## config.mk

```make
export PLATFORM = sky130hd
export DESIGN_NAME = windowed_stats_threshold_alarm_top_flat
export DESIGN_NICKNAME = d
export VERILOG_FILES = /design/src/rtl/wsta_pkg.sv /design/src/rtl/wsta_ifs.sv /design/src/rtl/wsta_div.sv /design/src/rtl/wsta_ctrl.sv /design/src/rtl/wsta_dp.sv /design/src/rtl/windowed_stats_threshold_alarm_top.sv /design/src/flat_wrapper.sv
export VERILOG_INCLUDE_DIRS = /design/src /design/src/rtl
export SDC_FILE = /design/constraint.sdc
export NUM_CORES = 1
export LEC_CHECK = 0
export ABC_AREA = 1
export ABC_CLOCK_PERIOD_IN_PS = 12300
export BUFFER_PORTS_ARGS = -buffer_cell sky130_fd_sc_hd__buf_2
export CAP_MARGIN = 30
export CORE_ASPECT_RATIO = 0.8
export CORE_MARGIN = 2
export CORE_UTILIZATION = 60
export CTS_CLUSTER_DIAMETER = 120
export DETAILED_ROUTE_END_ITERATION = 8
export PLACE_DENSITY = 0.92
export SYNTH_ARGS = -nofsm -noshare
export SYNTH_HDL_FRONTEND = slang
export SYNTH_SLANG_ARGS = --single-unit
```

## constraint.sdc

```tcl
create_clock -name clk -period 12.3 [get_ports clk]
set_clock_uncertainty 0.05 [all_clocks]
set_input_delay 1.845 -clock clk [delete_from_list [all_inputs] [get_ports clk]]
set_output_delay 1.845 -clock clk [all_outputs]
set_load 0.05 [all_outputs]
```

## src/rtl/windowed_stats_threshold_alarm_top_macros.svh

```systemverilog
// Assertion macros for the windowed stats threshold alarm block.
// Used by the top level; no other dependencies.
`ifndef WINDOWED_STATS_THRESHOLD_ALARM_TOP_MACROS_SVH
`define WINDOWED_STATS_THRESHOLD_ALARM_TOP_MACROS_SVH
`ifndef ASSERT_OFF
`define WSTA_ASSERT_IMPL(lbl, clk, rst_n, ante, cons, msg) \
    lbl: assert property (@(posedge clk) disable iff (!rst_n) (ante) |-> (cons)) \
        else $error(msg);
`define WSTA_ASSERT_NEXT(lbl, clk, rst_n, ante, cons, msg) \
    lbl: assert property (@(posedge clk) disable iff (!rst_n) (ante) |=> (cons)) \
        else $error(msg);
`else
`define WSTA_ASSERT_IMPL(lbl, clk, rst_n, ante, cons, msg)
`define WSTA_ASSERT_NEXT(lbl, clk, rst_n, ante, cons, msg)
`endif
`endif

```

## src/rtl/wsta_pkg.sv

```systemverilog
// Shared constants, types and codes for the windowed stats threshold alarm.
// No dependencies.
package wsta_pkg;

    localparam int MAX_WINDOW_SAMPLES = 2048;
    localparam int CNT_W      = $clog2(MAX_WINDOW_SAMPLES + 1);
    localparam int SUM_W      = 16 + $clog2(MAX_WINDOW_SAMPLES);
    localparam int NUM_W      = SUM_W + 4;
    localparam int DIV_STEP_W = $clog2(NUM_W + 1);

    localparam int CFG_IDX_W  = 2;
    localparam int CFG_DATA_W = 16;

    typedef enum logic [CFG_IDX_W-1:0] {
        CFG_RUNNING_SPEED_LIMIT    = 2'd0,
        CFG_FUEL_LOW_THRESHOLD     = 2'd1,
        CFG_COOLANT_HIGH_THRESHOLD = 2'd2,
        CFG_OIL_LOW_THRESHOLD      = 2'd3
    } cfg_idx_t;

    localparam logic [15:0] RST_SPEED_LIMIT = 16'd500;
    localparam logic [10:0] RST_FUEL_THR    = 11'd320;
    localparam logic [11:0] RST_COOL_THR    = 12'd1520;
    localparam logic [14:0] RST_OIL_THR     = 15'd1600;

    localparam logic KIND_SAMPLE = 1'b0;
    localparam logic KIND_CLOSE  = 1'b1;

    typedef struct packed {
        logic [15:0] speed_limit;
        logic [10:0] fuel_thr;
        logic [11:0] cool_thr;
        logic [14:0] oil_thr;
    } cfg_t;

    typedef struct packed {
        logic sample_upd;
        logic div_start;
        logic div_sel_oil;
        logic cap_fuel;
        logic cap_oil;
        logic finish;
    } cmd_t;

    typedef struct packed {
        logic total_zero;
        logic running_zero;
        logic div_done;
        logic div_busy;
        logic out_busy;
    } status_t;

    typedef struct packed {
        logic               fuel_low_alert;
        logic               coolant_high_alert;
        logic               oil_low_alert;
        logic [19:0]        fuel_mean_q4;
        logic [19:0]        oil_mean_q4;
        logic               oil_mean_valid;
        logic signed [15:0] coolant_peak_out;
        logic [15:0]        load_peak_out;
        logic [15:0]        oil_peak_out;
        logic [11:0]        running_count_out;
        logic [11:0]        stopped_count_out;
        logic [15:0]        last_hours_out;
    } result_t;

endpackage

```

## src/rtl/wsta_ifs.sv

```systemverilog
// Handshake channel interfaces: sample items in, result items out, config writes.
// Depends on wsta_pkg.
interface wsta_sample_if;
    logic               valid;
    logic               ready;
    logic               kind;
    logic [15:0]        engine_speed;
    logic [15:0]        fuel_level;
    logic [15:0]        load_level;
    logic [15:0]        oil_pressure;
    logic signed [15:0] coolant_temp;
    logic [15:0]        hour_meter;

    modport source (output valid, kind, engine_speed, fuel_level, load_level,
                    oil_pressure, coolant_temp, hour_meter, input ready);
    modport sink (input valid, kind, engine_speed, fuel_level, load_level,
                  oil_pressure, coolant_temp, hour_meter, output ready);
endinterface

interface wsta_report_if;
    logic               valid;
    logic               ready;
    logic               fuel_low_alert;
    logic               coolant_high_alert;
    logic               oil_low_alert;
    logic [19:0]        fuel_mean_q4;
    logic [19:0]        oil_mean_q4;
    logic               oil_mean_valid;
    logic signed [15:0] coolant_peak_out;
    logic [15:0]        load_peak_out;
    logic [15:0]        oil_peak_out;
    logic [11:0]        running_count_out;
    logic [11:0]        stopped_count_out;
    logic [15:0]        last_hours_out;

    modport source (output valid, fuel_low_alert, coolant_high_alert, oil_low_alert,
                    fuel_mean_q4, oil_mean_q4, oil_mean_valid, coolant_peak_out,
                    load_peak_out, oil_peak_out, running_count_out,
                    stopped_count_out, last_hours_out, input ready);
    modport sink (input valid, fuel_low_alert, coolant_high_alert, oil_low_alert,
                  fuel_mean_q4, oil_mean_q4, oil_mean_valid, coolant_peak_out,
                  load_peak_out, oil_peak_out, running_count_out,
                  stopped_count_out, last_hours_out, output ready);
endinterface

interface wsta_cfg_if;
    logic                             valid;
    logic                             ready;
    logic [wsta_pkg::CFG_IDX_W-1:0]   index;
    logic [wsta_pkg::CFG_DATA_W-1:0]  data;

    modport source (output valid, index, data, input ready);
    modport sink (input valid, index, data, output ready);
endinterface

```

## src/rtl/wsta_div.sv

```systemverilog
// Bit-serial restoring divider, one quotient bit per cycle.
// Depends on wsta_pkg.
module wsta_div (
    input  logic                        clk,
    input  logic                        rst_n,
    input  logic                        start,
    input  logic [wsta_pkg::NUM_W-1:0]  dividend,
    input  logic [wsta_pkg::CNT_W-1:0]  divisor,
    output logic                        busy,
    output logic                        done,
    output logic [wsta_pkg::NUM_W-1:0]  quotient
);

    logic                             busy_reg;
    logic                             done_reg;
    logic [wsta_pkg::DIV_STEP_W-1:0]  step_reg;
    logic [wsta_pkg::CNT_W-1:0]       rem_reg;
    logic [wsta_pkg::NUM_W-1:0]       quo_reg;
    logic [wsta_pkg::CNT_W-1:0]       dsr_reg;

    logic [wsta_pkg::CNT_W:0]         shifted;
    logic [wsta_pkg::CNT_W:0]         diff;
    logic                             ge;

    assign shifted = {rem_reg, quo_reg[wsta_pkg::NUM_W-1]};
    assign ge      = shifted >= {1'b0, dsr_reg};
    assign diff    = shifted - {1'b0, dsr_reg};

    always_ff @(posedge clk or negedge rst_n)
    begin
        if (!rst_n)
        begin
            busy_reg <= 1'b0;
            done_reg <= 1'b0;
            step_reg <= '0;
        end
        else
        begin
            // done pulses for one cycle after the last step
            done_reg <= !start && busy_reg && (step_reg == wsta_pkg::DIV_STEP_W'(1));
            if (start)
            begin
                busy_reg <= 1'b1;
                step_reg <= wsta_pkg::DIV_STEP_W'(wsta_pkg::NUM_W);
            end
            else if (busy_reg)
            begin
                step_reg <= step_reg - 1'b1;
                if (step_reg == wsta_pkg::DIV_STEP_W'(1))
                begin
                    busy_reg <= 1'b0;
                end
            end
        end
    end

    // operands and partial remainder carry no reset
    always_ff @(posedge clk)
    begin
        if (start)
        begin
            quo_reg <= dividend;
            rem_reg <= '0;
            dsr_reg <= divisor;
        end
        else if (busy_reg)
        begin
            rem_reg <= ge ? diff[wsta_pkg::CNT_W-1:0] : shifted[wsta_pkg::CNT_W-1:0];
            quo_reg <= {quo_reg[wsta_pkg::NUM_W-2:0], ge};
        end
    end

    assign busy     = busy_reg;
    assign done     = done_reg;
    assign quotient = quo_reg;

endmodule

```

## src/rtl/wsta_ctrl.sv

```systemverilog
// Controller: accepts items and sequences the two divisions and the result load.
// Depends on wsta_pkg.
module wsta_ctrl (
    input  logic              clk,
    input  logic              rst_n,
    input  logic              in_valid,
    input  logic              in_kind,
    input  wsta_pkg::status_t st,
    output logic              in_ready,
    output wsta_pkg::cmd_t    cmd
);

    typedef enum logic [1:0] {
        S_IDLE,
        S_DIV_FUEL,
        S_DIV_OIL,
        S_FINISH
    } state_t;

    state_t state_reg;
    logic   ready_reg;
    logic   start_reg;
    logic   start_next;
    logic   sel_oil_reg;
    logic   accept;

    assign accept = in_valid && ready_reg;

    always_comb
    begin
        cmd.sample_upd  = accept && (in_kind == wsta_pkg::KIND_SAMPLE);
        cmd.div_start   = start_reg;
        cmd.div_sel_oil = sel_oil_reg;
        cmd.cap_fuel    = (state_reg == S_DIV_FUEL) && st.div_done;
        cmd.cap_oil     = (state_reg == S_DIV_OIL) && st.div_done;
        cmd.finish      = (state_reg == S_FINISH) && !st.out_busy;
    end

    // divider kick: on a non-empty close, and again for the oil mean
    always_comb
    begin
        start_next = ((state_reg == S_IDLE) && accept && (in_kind == wsta_pkg::KIND_CLOSE)
                      && !st.total_zero)
                  || ((state_reg == S_DIV_FUEL) && st.div_done && !st.running_zero);
    end

    always_ff @(posedge clk or negedge rst_n)
    begin
        if (!rst_n)
        begin
            state_reg   <= S_IDLE;
            ready_reg   <= 1'b1;
            start_reg   <= 1'b0;
            sel_oil_reg <= 1'b0;
        end
        else
        begin
            start_reg <= start_next;
            unique case (state_reg)
                S_IDLE:
                begin
                    // an empty window close is taken and dropped
                    if (accept && (in_kind == wsta_pkg::KIND_CLOSE) && !st.total_zero)
                    begin
                        state_reg   <= S_DIV_FUEL;
                        ready_reg   <= 1'b0;
                        sel_oil_reg <= 1'b0;
                    end
                end
                S_DIV_FUEL:
                begin
                    if (st.div_done)
                    begin
                        if (st.running_zero)
                        begin
                            state_reg <= S_FINISH;
                        end
                        else
                        begin
                            state_reg   <= S_DIV_OIL;
                            sel_oil_reg <= 1'b1;
                        end
                    end
                end
                S_DIV_OIL:
                begin
                    if (st.div_done)
                    begin
                        state_reg <= S_FINISH;
                    end
                end
                S_FINISH:
                begin
                    if (!st.out_busy)
                    begin
                        state_reg <= S_IDLE;
                        ready_reg <= 1'b1;
                    end
                end
            endcase
        end
    end

    assign in_ready = ready_reg;

endmodule

```

## src/rtl/wsta_dp.sv

```systemverilog
// Datapath: window accumulators, shared divider, alert latches, result register.
// Depends on wsta_pkg and wsta_div.
module wsta_dp (
    input  logic               clk,
    input  logic               rst_n,
    input  wsta_pkg::cmd_t     cmd,
    input  wsta_pkg::cfg_t     cfg,
    input  logic [15:0]        engine_speed,
    input  logic [15:0]        fuel_level,
    input  logic [15:0]        load_level,
    input  logic [15:0]        oil_pressure,
    input  logic signed [15:0] coolant_temp,
    input  logic [15:0]        hour_meter,
    input  logic               res_ready,
    output wsta_pkg::status_t  st,
    output wsta_pkg::result_t  res,
    output logic               res_valid
);

    logic [wsta_pkg::CNT_W-1:0]  running_reg;
    logic [wsta_pkg::CNT_W-1:0]  stopped_reg;
    logic [wsta_pkg::SUM_W-1:0]  fuel_total_reg;
    logic [wsta_pkg::SUM_W-1:0]  oil_total_reg;
    logic [15:0]                 load_max_reg;
    logic [15:0]                 oil_max_reg;
    logic signed [15:0]          cool_max_reg;
    logic [15:0]                 last_hours_reg;
    logic                        fuel_latch_reg;
    logic                        cool_latch_reg;
    logic                        oil_latch_reg;
    logic                        res_valid_reg;
    wsta_pkg::result_t           res_reg;
    logic [wsta_pkg::NUM_W-1:0]  fuel_q_reg;
    logic [wsta_pkg::NUM_W-1:0]  oil_q_reg;

    logic [wsta_pkg::CNT_W-1:0]  total;
    logic                        full;
    logic                        is_running;
    logic [wsta_pkg::NUM_W-1:0]  div_dividend;
    logic [wsta_pkg::CNT_W-1:0]  div_divisor;
    logic [wsta_pkg::NUM_W-1:0]  div_quotient;
    logic                        div_busy;
    logic                        div_done;
    logic                        oil_valid;
    logic                        fuel_cond;
    logic                        cool_cond;
    logic                        oil_cond;
    logic signed [19:0]          cool_scaled;
    logic signed [19:0]          cool_thr_s;

    assign total      = wsta_pkg::CNT_W'(running_reg + stopped_reg);
    assign full       = total >= wsta_pkg::CNT_W'(wsta_pkg::MAX_WINDOW_SAMPLES);
    assign is_running = engine_speed >= cfg.speed_limit;

    assign div_dividend = cmd.div_sel_oil ? {oil_total_reg, 4'b0000}
                                          : {fuel_total_reg, 4'b0000};
    assign div_divisor  = cmd.div_sel_oil ? running_reg : total;

    wsta_div u_div (
        .clk      (clk),
        .rst_n    (rst_n),
        .start    (cmd.div_start),
        .dividend (div_dividend),
        .divisor  (div_divisor),
        .busy     (div_busy),
        .done     (div_done),
        .quotient (div_quotient)
    );

    // alert conditions, evaluated on the captured means and peak
    assign oil_valid   = running_reg != '0;
    assign fuel_cond   = fuel_q_reg < wsta_pkg::NUM_W'(cfg.fuel_thr);
    assign cool_scaled = {cool_max_reg, 4'b0000};
    assign cool_thr_s  = $signed({8'b0, cfg.cool_thr});
    assign cool_cond   = cool_scaled > cool_thr_s;
    assign oil_cond    = oil_valid && (oil_q_reg < wsta_pkg::NUM_W'(cfg.oil_thr));

    always_ff @(posedge clk or negedge rst_n)
    begin
        if (!rst_n)
        begin
            running_reg    <= '0;
            stopped_reg    <= '0;
            fuel_total_reg <= '0;
            oil_total_reg  <= '0;
            load_max_reg   <= '0;
            oil_max_reg    <= '0;
            cool_max_reg   <= '0;
            last_hours_reg <= '0;
            fuel_latch_reg <= 1'b0;
            cool_latch_reg <= 1'b0;
            oil_latch_reg  <= 1'b0;
            res_valid_reg  <= 1'b0;
        end
        else
        begin
            if (res_valid_reg && res_ready && !cmd.finish)
            begin
                res_valid_reg <= 1'b0;
            end

            if (cmd.finish)
            begin
                fuel_latch_reg <= fuel_cond;
                cool_latch_reg <= cool_cond;
                oil_latch_reg  <= oil_cond;
                res_valid_reg  <= 1'b1;
                running_reg    <= '0;
                stopped_reg    <= '0;
                fuel_total_reg <= '0;
                oil_total_reg  <= '0;
                load_max_reg   <= '0;
                oil_max_reg    <= '0;
                cool_max_reg   <= '0;
                last_hours_reg <= '0;
            end
            else if (cmd.sample_upd && !full)
            begin
                if (is_running)
                begin
                    running_reg   <= running_reg + 1'b1;
                    oil_total_reg <= oil_total_reg + wsta_pkg::SUM_W'(oil_pressure);
                    if (load_level > load_max_reg)
                    begin
                        load_max_reg <= load_level;
                    end
                    if (oil_pressure > oil_max_reg)
                    begin
                        oil_max_reg <= oil_pressure;
                    end
                end
                else
                begin
                    stopped_reg <= stopped_reg + 1'b1;
                end
                fuel_total_reg <= fuel_total_reg + wsta_pkg::SUM_W'(fuel_level);
                if (coolant_temp > cool_max_reg)
                begin
                    cool_max_reg <= coolant_temp;
                end
                last_hours_reg <= hour_meter;
            end
        end
    end

    always_ff @(posedge clk)
    begin
        if (cmd.cap_fuel)
        begin
            fuel_q_reg <= div_quotient;
        end
        if (cmd.cap_oil)
        begin
            oil_q_reg <= div_quotient;
        end
        if (cmd.finish)
        begin
            res_reg.fuel_low_alert     <= fuel_cond && !fuel_latch_reg;
            res_reg.coolant_high_alert <= cool_cond && !cool_latch_reg;
            res_reg.oil_low_alert      <= oil_cond && !oil_latch_reg;
            res_reg.fuel_mean_q4       <= 20'(fuel_q_reg);
            res_reg.oil_mean_q4        <= oil_valid ? 20'(oil_q_reg) : 20'd0;
            res_reg.oil_mean_valid     <= oil_valid;
            res_reg.coolant_peak_out   <= cool_max_reg;
            res_reg.load_peak_out      <= load_max_reg;
            res_reg.oil_peak_out       <= oil_max_reg;
            res_reg.running_count_out  <= 12'(running_reg);
            res_reg.stopped_count_out  <= 12'(stopped_reg);
            res_reg.last_hours_out     <= last_hours_reg;
        end
    end

    always_comb
    begin
        st.total_zero   = total == '0;
        st.running_zero = !oil_valid;
        st.div_done     = div_done;
        st.div_busy     = div_busy;
        st.out_busy     = res_valid_reg && !res_ready;
    end

    assign res       = res_reg;
    assign res_valid = res_valid_reg;

endmodule

```

## src/rtl/windowed_stats_threshold_alarm_top.sv

```systemverilog
// Top level of the windowed stats threshold alarm: config registers, controller,
// datapath. Depends on wsta_pkg, the channel interfaces, wsta_ctrl, wsta_dp.
//
// Sample items (kind 0) are taken one per cycle while no close is being
// processed, and are folded into the window statistics in the cycle they are
// accepted; samples past the window bound are dropped. A close item (kind 1)
// on a non-empty window runs the fuel mean and, if any running samples came,
// the oil mean through one shared bit-serial divider of NUM_W (31) steps. A
// close therefore holds the sample channel until the divisions are done and
// the result is loaded, including any time spent waiting for a previous
// result to be taken. The result sits in an output register, so samples keep
// flowing while it waits. An empty close is accepted and produces nothing.
// Config writes are always accepted and must only happen while the block is
// idle.
`include "windowed_stats_threshold_alarm_top_macros.svh"

module windowed_stats_threshold_alarm_top (
    input  logic           clk,
    input  logic           rst_n,
    wsta_sample_if.sink    sample,
    wsta_report_if.source  report,
    wsta_cfg_if.sink       cfg
);

    wsta_pkg::cfg_t     cfg_reg;
    wsta_pkg::cmd_t     cmd;
    wsta_pkg::status_t  st;
    wsta_pkg::result_t  res;
    logic               res_valid;
    logic               in_ready;

    // config register file, write-only, always ready
    assign cfg.ready = 1'b1;

    always_ff @(posedge clk or negedge rst_n)
    begin
        if (!rst_n)
        begin
            cfg_reg.speed_limit <= wsta_pkg::RST_SPEED_LIMIT;
            cfg_reg.fuel_thr    <= wsta_pkg::RST_FUEL_THR;
            cfg_reg.cool_thr    <= wsta_pkg::RST_COOL_THR;
            cfg_reg.oil_thr     <= wsta_pkg::RST_OIL_THR;
        end
        else if (cfg.valid && cfg.ready)
        begin
            unique case (wsta_pkg::cfg_idx_t'(cfg.index))
                wsta_pkg::CFG_RUNNING_SPEED_LIMIT:    cfg_reg.speed_limit <= cfg.data;
                wsta_pkg::CFG_FUEL_LOW_THRESHOLD:     cfg_reg.fuel_thr    <= cfg.data[10:0];
                wsta_pkg::CFG_COOLANT_HIGH_THRESHOLD: cfg_reg.cool_thr    <= cfg.data[11:0];
                wsta_pkg::CFG_OIL_LOW_THRESHOLD:      cfg_reg.oil_thr     <= cfg.data[14:0];
            endcase
        end
    end

    // sequencing: accept, divide fuel, divide oil, load result
    wsta_ctrl u_ctrl (
        .clk      (clk),
        .rst_n    (rst_n),
        .in_valid (sample.valid),
        .in_kind  (sample.kind),
        .st       (st),
        .in_ready (in_ready),
        .cmd      (cmd)
    );

    assign sample.ready = in_ready;

    // accumulators, divider, latches and the result register
    wsta_dp u_dp (
        .clk          (clk),
        .rst_n        (rst_n),
        .cmd          (cmd),
        .cfg          (cfg_reg),
        .engine_speed (sample.engine_speed),
        .fuel_level   (sample.fuel_level),
        .load_level   (sample.load_level),
        .oil_pressure (sample.oil_pressure),
        .coolant_temp (sample.coolant_temp),
        .hour_meter   (sample.hour_meter),
        .res_ready    (report.ready),
        .st           (st),
        .res          (res),
        .res_valid    (res_valid)
    );

    assign report.valid              = res_valid;
    assign report.fuel_low_alert     = res.fuel_low_alert;
    assign report.coolant_high_alert = res.coolant_high_alert;
    assign report.oil_low_alert      = res.oil_low_alert;
    assign report.fuel_mean_q4       = res.fuel_mean_q4;
    assign report.oil_mean_q4        = res.oil_mean_q4;
    assign report.oil_mean_valid     = res.oil_mean_valid;
    assign report.coolant_peak_out   = res.coolant_peak_out;
    assign report.load_peak_out      = res.load_peak_out;
    assign report.oil_peak_out       = res.oil_peak_out;
    assign report.running_count_out  = res.running_count_out;
    assign report.stopped_count_out  = res.stopped_count_out;
    assign report.last_hours_out     = res.last_hours_out;

    // no item is taken while the divider runs
    `WSTA_ASSERT_IMPL(a_no_accept_in_div, clk, rst_n, st.div_busy, !sample.ready, "item accepted during division")
    // a new result never overwrites one still waiting
    `WSTA_ASSERT_IMPL(a_no_clobber, clk, rst_n, cmd.finish, !report.valid || report.ready, "result overwritten")
    // the window is empty right after a result is loaded
    `WSTA_ASSERT_NEXT(a_window_cleared, clk, rst_n, cmd.finish, st.total_zero, "window not cleared")
    // a division only starts on a non-empty window
    `WSTA_ASSERT_IMPL(a_start_nonempty, clk, rst_n, cmd.div_start, !st.total_zero, "division on empty window")

endmodule
```

## src/flat_wrapper.sv

```systemverilog
// flat-port wrapper written by rule: the top's interface ports become plain ports
module windowed_stats_threshold_alarm_top_flat 
  (clk, rst_n, sample_valid, sample_kind, sample_engine_speed, sample_fuel_level, sample_load_level, sample_oil_pressure, sample_coolant_temp, sample_hour_meter, sample_ready, report_valid, report_fuel_low_alert, report_coolant_high_alert, report_oil_low_alert, report_fuel_mean_q4, report_oil_mean_q4, report_oil_mean_valid, report_coolant_peak_out, report_load_peak_out, report_oil_peak_out, report_running_count_out, report_stopped_count_out, report_last_hours_out, report_ready, cfg_valid, cfg_index, cfg_data, cfg_ready);
  wsta_sample_if sample_i ();
  wsta_report_if report_i ();
  wsta_cfg_if cfg_i ();
  input  logic clk;
  input  logic rst_n;
  input wire logic [$bits(sample_i.valid)-1:0] sample_valid;
  input wire logic [$bits(sample_i.kind)-1:0] sample_kind;
  input wire logic [$bits(sample_i.engine_speed)-1:0] sample_engine_speed;
  input wire logic [$bits(sample_i.fuel_level)-1:0] sample_fuel_level;
  input wire logic [$bits(sample_i.load_level)-1:0] sample_load_level;
  input wire logic [$bits(sample_i.oil_pressure)-1:0] sample_oil_pressure;
  input wire logic [$bits(sample_i.coolant_temp)-1:0] sample_coolant_temp;
  input wire logic [$bits(sample_i.hour_meter)-1:0] sample_hour_meter;
  output wire logic [$bits(sample_i.ready)-1:0] sample_ready;
  output wire logic [$bits(report_i.valid)-1:0] report_valid;
  output wire logic [$bits(report_i.fuel_low_alert)-1:0] report_fuel_low_alert;
  output wire logic [$bits(report_i.coolant_high_alert)-1:0] report_coolant_high_alert;
  output wire logic [$bits(report_i.oil_low_alert)-1:0] report_oil_low_alert;
  output wire logic [$bits(report_i.fuel_mean_q4)-1:0] report_fuel_mean_q4;
  output wire logic [$bits(report_i.oil_mean_q4)-1:0] report_oil_mean_q4;
  output wire logic [$bits(report_i.oil_mean_valid)-1:0] report_oil_mean_valid;
  output wire logic [$bits(report_i.coolant_peak_out)-1:0] report_coolant_peak_out;
  output wire logic [$bits(report_i.load_peak_out)-1:0] report_load_peak_out;
  output wire logic [$bits(report_i.oil_peak_out)-1:0] report_oil_peak_out;
  output wire logic [$bits(report_i.running_count_out)-1:0] report_running_count_out;
  output wire logic [$bits(report_i.stopped_count_out)-1:0] report_stopped_count_out;
  output wire logic [$bits(report_i.last_hours_out)-1:0] report_last_hours_out;
  input wire logic [$bits(report_i.ready)-1:0] report_ready;
  input wire logic [$bits(cfg_i.valid)-1:0] cfg_valid;
  input wire logic [$bits(cfg_i.index)-1:0] cfg_index;
  input wire logic [$bits(cfg_i.data)-1:0] cfg_data;
  output wire logic [$bits(cfg_i.ready)-1:0] cfg_ready;
  assign sample_i.valid = sample_valid;
  assign sample_i.kind = sample_kind;
  assign sample_i.engine_speed = sample_engine_speed;
  assign sample_i.fuel_level = sample_fuel_level;
  assign sample_i.load_level = sample_load_level;
  assign sample_i.oil_pressure = sample_oil_pressure;
  assign sample_i.coolant_temp = sample_coolant_temp;
  assign sample_i.hour_meter = sample_hour_meter;
  assign sample_ready = sample_i.ready;
  assign report_valid = report_i.valid;
  assign report_fuel_low_alert = report_i.fuel_low_alert;
  assign report_coolant_high_alert = report_i.coolant_high_alert;
  assign report_oil_low_alert = report_i.oil_low_alert;
  assign report_fuel_mean_q4 = report_i.fuel_mean_q4;
  assign report_oil_mean_q4 = report_i.oil_mean_q4;
  assign report_oil_mean_valid = report_i.oil_mean_valid;
  assign report_coolant_peak_out = report_i.coolant_peak_out;
  assign report_load_peak_out = report_i.load_peak_out;
  assign report_oil_peak_out = report_i.oil_peak_out;
  assign report_running_count_out = report_i.running_count_out;
  assign report_stopped_count_out = report_i.stopped_count_out;
  assign report_last_hours_out = report_i.last_hours_out;
  assign report_i.ready = report_ready;
  assign cfg_i.valid = cfg_valid;
  assign cfg_i.index = cfg_index;
  assign cfg_i.data = cfg_data;
  assign cfg_ready = cfg_i.ready;
  windowed_stats_threshold_alarm_top u_core (.clk(clk), .rst_n(rst_n), .sample(sample_i), .report(report_i), .cfg(cfg_i));
endmodule
```

==> flow_summary.yaml <==
floorplan:
  start_util_pct: 61.24
  num_rows: 64
  die_height_um: 181.2
  die_w_um: 225.5
  die_area_um2: 40840
  core_area_um2: 38440
  pin_count: 255
synthesis:
  yosysUniqueCellTypes: 45
  async_flop_share_pct: 45.99
  ys_warn_count: 0
  syn-num-nets: 2869
  synth_top_flop_cell: "edfxtp_1"
  syn_area_um2: 23540
  syn_inst: 2585
  synth_top_area_share_pct: 30.23
  yosysTopAreaCell: "edfxtp_1"
  synth-seq-cells: 461
  synth_edf_count: 237
  syn_area_per_cell_um2: 9.106
  ys_seq_area_share_pct: 53.89
  netlist_top_cells_area: "edfxtp_1 (30%), dfrtp_1 (21%), nand2_1 (10%)"
finish:
  area_growth_pct: 14.18
  instances_no_fill: 3365
  fin_util_pct: 69.93
  stdcell_area_um2: 26880
  num-nets-final: 3114
  largest_register_ffs: 132
  drive_gt1_share_pct: 13.15
clocking:
  clock_latency_ns: 0.58
  cts_tree: "yes"
  numCtsBuffers: 44
  cts_setup_buffers: 0
  htreeDepth: 2
  cts_sinks: 461
  post_cts_resized: 0
  path_clk_slew_ns: 0.06
  clockBufferDepth: 3
  cts-root-buf: "clkbuf_16"
  cts_hold_buf: 0
hold_path:
  hold_path_end: "u_core.u_dp.res[6]"
  hold_path_depth: 0
  min-delay-start: "u_core.u_dp.last_hours_reg[6]"
  min_path_type: "flip-flop to flip-flop"
critical_path:
  path_depth: 10
  cp-end-kind: "flip-flop"
  path_cells: "buf_2 > inv_1 > nand2_1 > nand2_4 > buf_4 > buf_4 > nand2_1 > buf_16 > nand2_1 > o21ai_0"
  cpLargestDelayFamily: "buffers and inverters"
  reg2reg_slack_ns: 8.97
  worst-r2r-cell-count: 15
  path_buf_inv: 5
  r2r-start: "u_core.u_dp.running_reg[5]"
  critPathMostFrequentCell: "nand2_1"
  r2r-end: "u_core.u_dp.running_reg[3]"
  worst_ep_arrival_time_ns: 4.49
  cp.required_ns: 12.68
  start_kind: "input port"
  path_max_fanout: 60
  slowest_delay_ns: 0.64
  slowest_stage: "buf_4"
  worstSetupPathType: "input port to flip-flop"
detailed_routing:
  routed_via_density: 5.881
  drt-total-wl_mm: 63.94
  wire_per_inst_um: 19.00
  ant_nets: 0
  num_vias: 19790
  drc: 0
  firstDrtPassIters: 6
  drt_iter0_markers: 2196
placed_design:
  hpwlAfterDp_mm: 45.07
  place_inst: 3277
  gp_routability_congestion: 0.9407
  port_buffers: 253
  placed_area_um2: 25300
sta:
  fin_setup_tns_ns: 0
  fmax_mhz: 243.0
  hold_violations: 0
  min_period_ns: 4.115
  setup_viol: 0
  slew_violations: 0
  rsz0062_at_grt: "false"
  fin_crit_sh_pct: 33.45
  maxSlewHeadroom_pct: 31.02
  worst_pin_slew_ns: 1.031
pwr:
  ir_worst_vdd_mv: 0.09858
  p_total_w: 0.003276
  p_leak_nw: 12.90
  p_per_area_nw_per_um2: 121.9
global_route:
  antenna_found_initial: 6
  grt_pass1_vias: 19090
  grt_pass1_wl_mm: 100.6
  overflow: 0
  grt_max_degree: 89
  track_usage_pct: 31.22
job:
  drv_cap: 0
outcome:
  status: "complete, no violations"
[stage by stage]
step	setup slack, ns	hold slack (ns)
after floorplan	5.640	0.3753
after global placement	7.356	0.3812
after detailed placement	7.650	0.3833
after CTS	8.237	0.3992
after global routing	8.007	0.4033
final	8.185	0.3952
[cell type report]
| class | instances | area [um^2] |
|---|---|---|
| fill | 2732 | 11560 |
| clock buffer | 60 | 1262 |
| antenna | 4 | 10.01 |
| clock inverter | 22 | 260.3 |
| timing repair buffer | 269 | 1480 |
| inverter | 312 | 1179 |
| multi-input combinational | 1742 | 9383 |
| sequential | 461 | 12680 |
| tap | 495 | 619.3 |
[metal layers]
metal	up-vias	share of wire (%)	GRT usage [%]
met3	156	9.4	5.497
met4	2	3.1	10.09
met5	-	0.019	0
met2	1091	47	50.94
li1	9125	-	-
met1	9415	40	42.72
[cell usage after synthesis, types with 11 or more instances]
cell type    n
nand2_1    642
inv_1      309
edfxtp_1   237
o21ai_0    217
nor2_1     212
dfrtp_1    194
nand3_1    182
ha_1       160
a21oi_1    106
clkbuf_1    44
nand4_1     37
xor2_1      34
nor3_1      26
xnor2_1     20
dfstp_2     18
buf_2       17
nor4_1      17
o21ai_1     17
dfxtp_1     12
nand3b_1    12
o21bai_1    11
[worst reg2reg max path: cells and delay by family (launching register included)]
kind | cells | cell delay [ns]
AND/OR/NAND/NOR | 10 | 1.49
buffers and inverters | 3 | 0.64
flip-flops | 1 | 0.53
adder cells (fa/ha/maj) | 1 | 0.45
AO/OA/AOI/OAI | 1 | 0.09
[where the power goes]
part           leakage [nW]  switching, W  internal, W
clock network         0.736      0.000598     0.000811
registers              4.91     0.0000188      0.00165
logic                  7.25      0.000130    0.0000727
total                  12.9      0.000747      0.00253
[how the worst max path moves through the flow]
stage,from,end,slack [ns]
detailed placement,report_ready,u_core.u_dp.running_reg[3],7.65
CTS,report_ready,u_core.u_dp.running_reg[3],8.24
floorplan,report_ready,u_core.u_dp.res[0],5.64
finish,report_ready,u_core.u_dp.running_reg[3],8.19
global route,report_ready,u_core.u_dp.oil_total_reg[22],8.01
global placement,report_ready,u_core.u_dp.oil_total_reg[20],7.36
[cell usage in the layout, fill, tap and decap left out, types with 34 or more instances in the layout]
cell type / n
ha_1: 160
nand3_1: 182
nand2_1: 641
o21ai_0: 217
xor2_1: 34
nor2_1: 212
a21oi_1: 106
inv_1: 308
dfrtp_1: 194
edfxtp_1: 237
buf_2: 253
clkbuf_16: 45
nand4_1: 37
[kinds of logic after synthesis]
logic type	Yosys count	share of synthesized area, %
other	1	0.01593
DFF	461	53.89
adders and majority gates	164	8.844
AOI/OAI and AO/OA	381	8.510
xor gates and xnor gates	54	2.009
and+or+nand+nor	1142	20.45
buffers and inverters	382	6.288
Note: power is estimated with default switching activity, not from simulation.
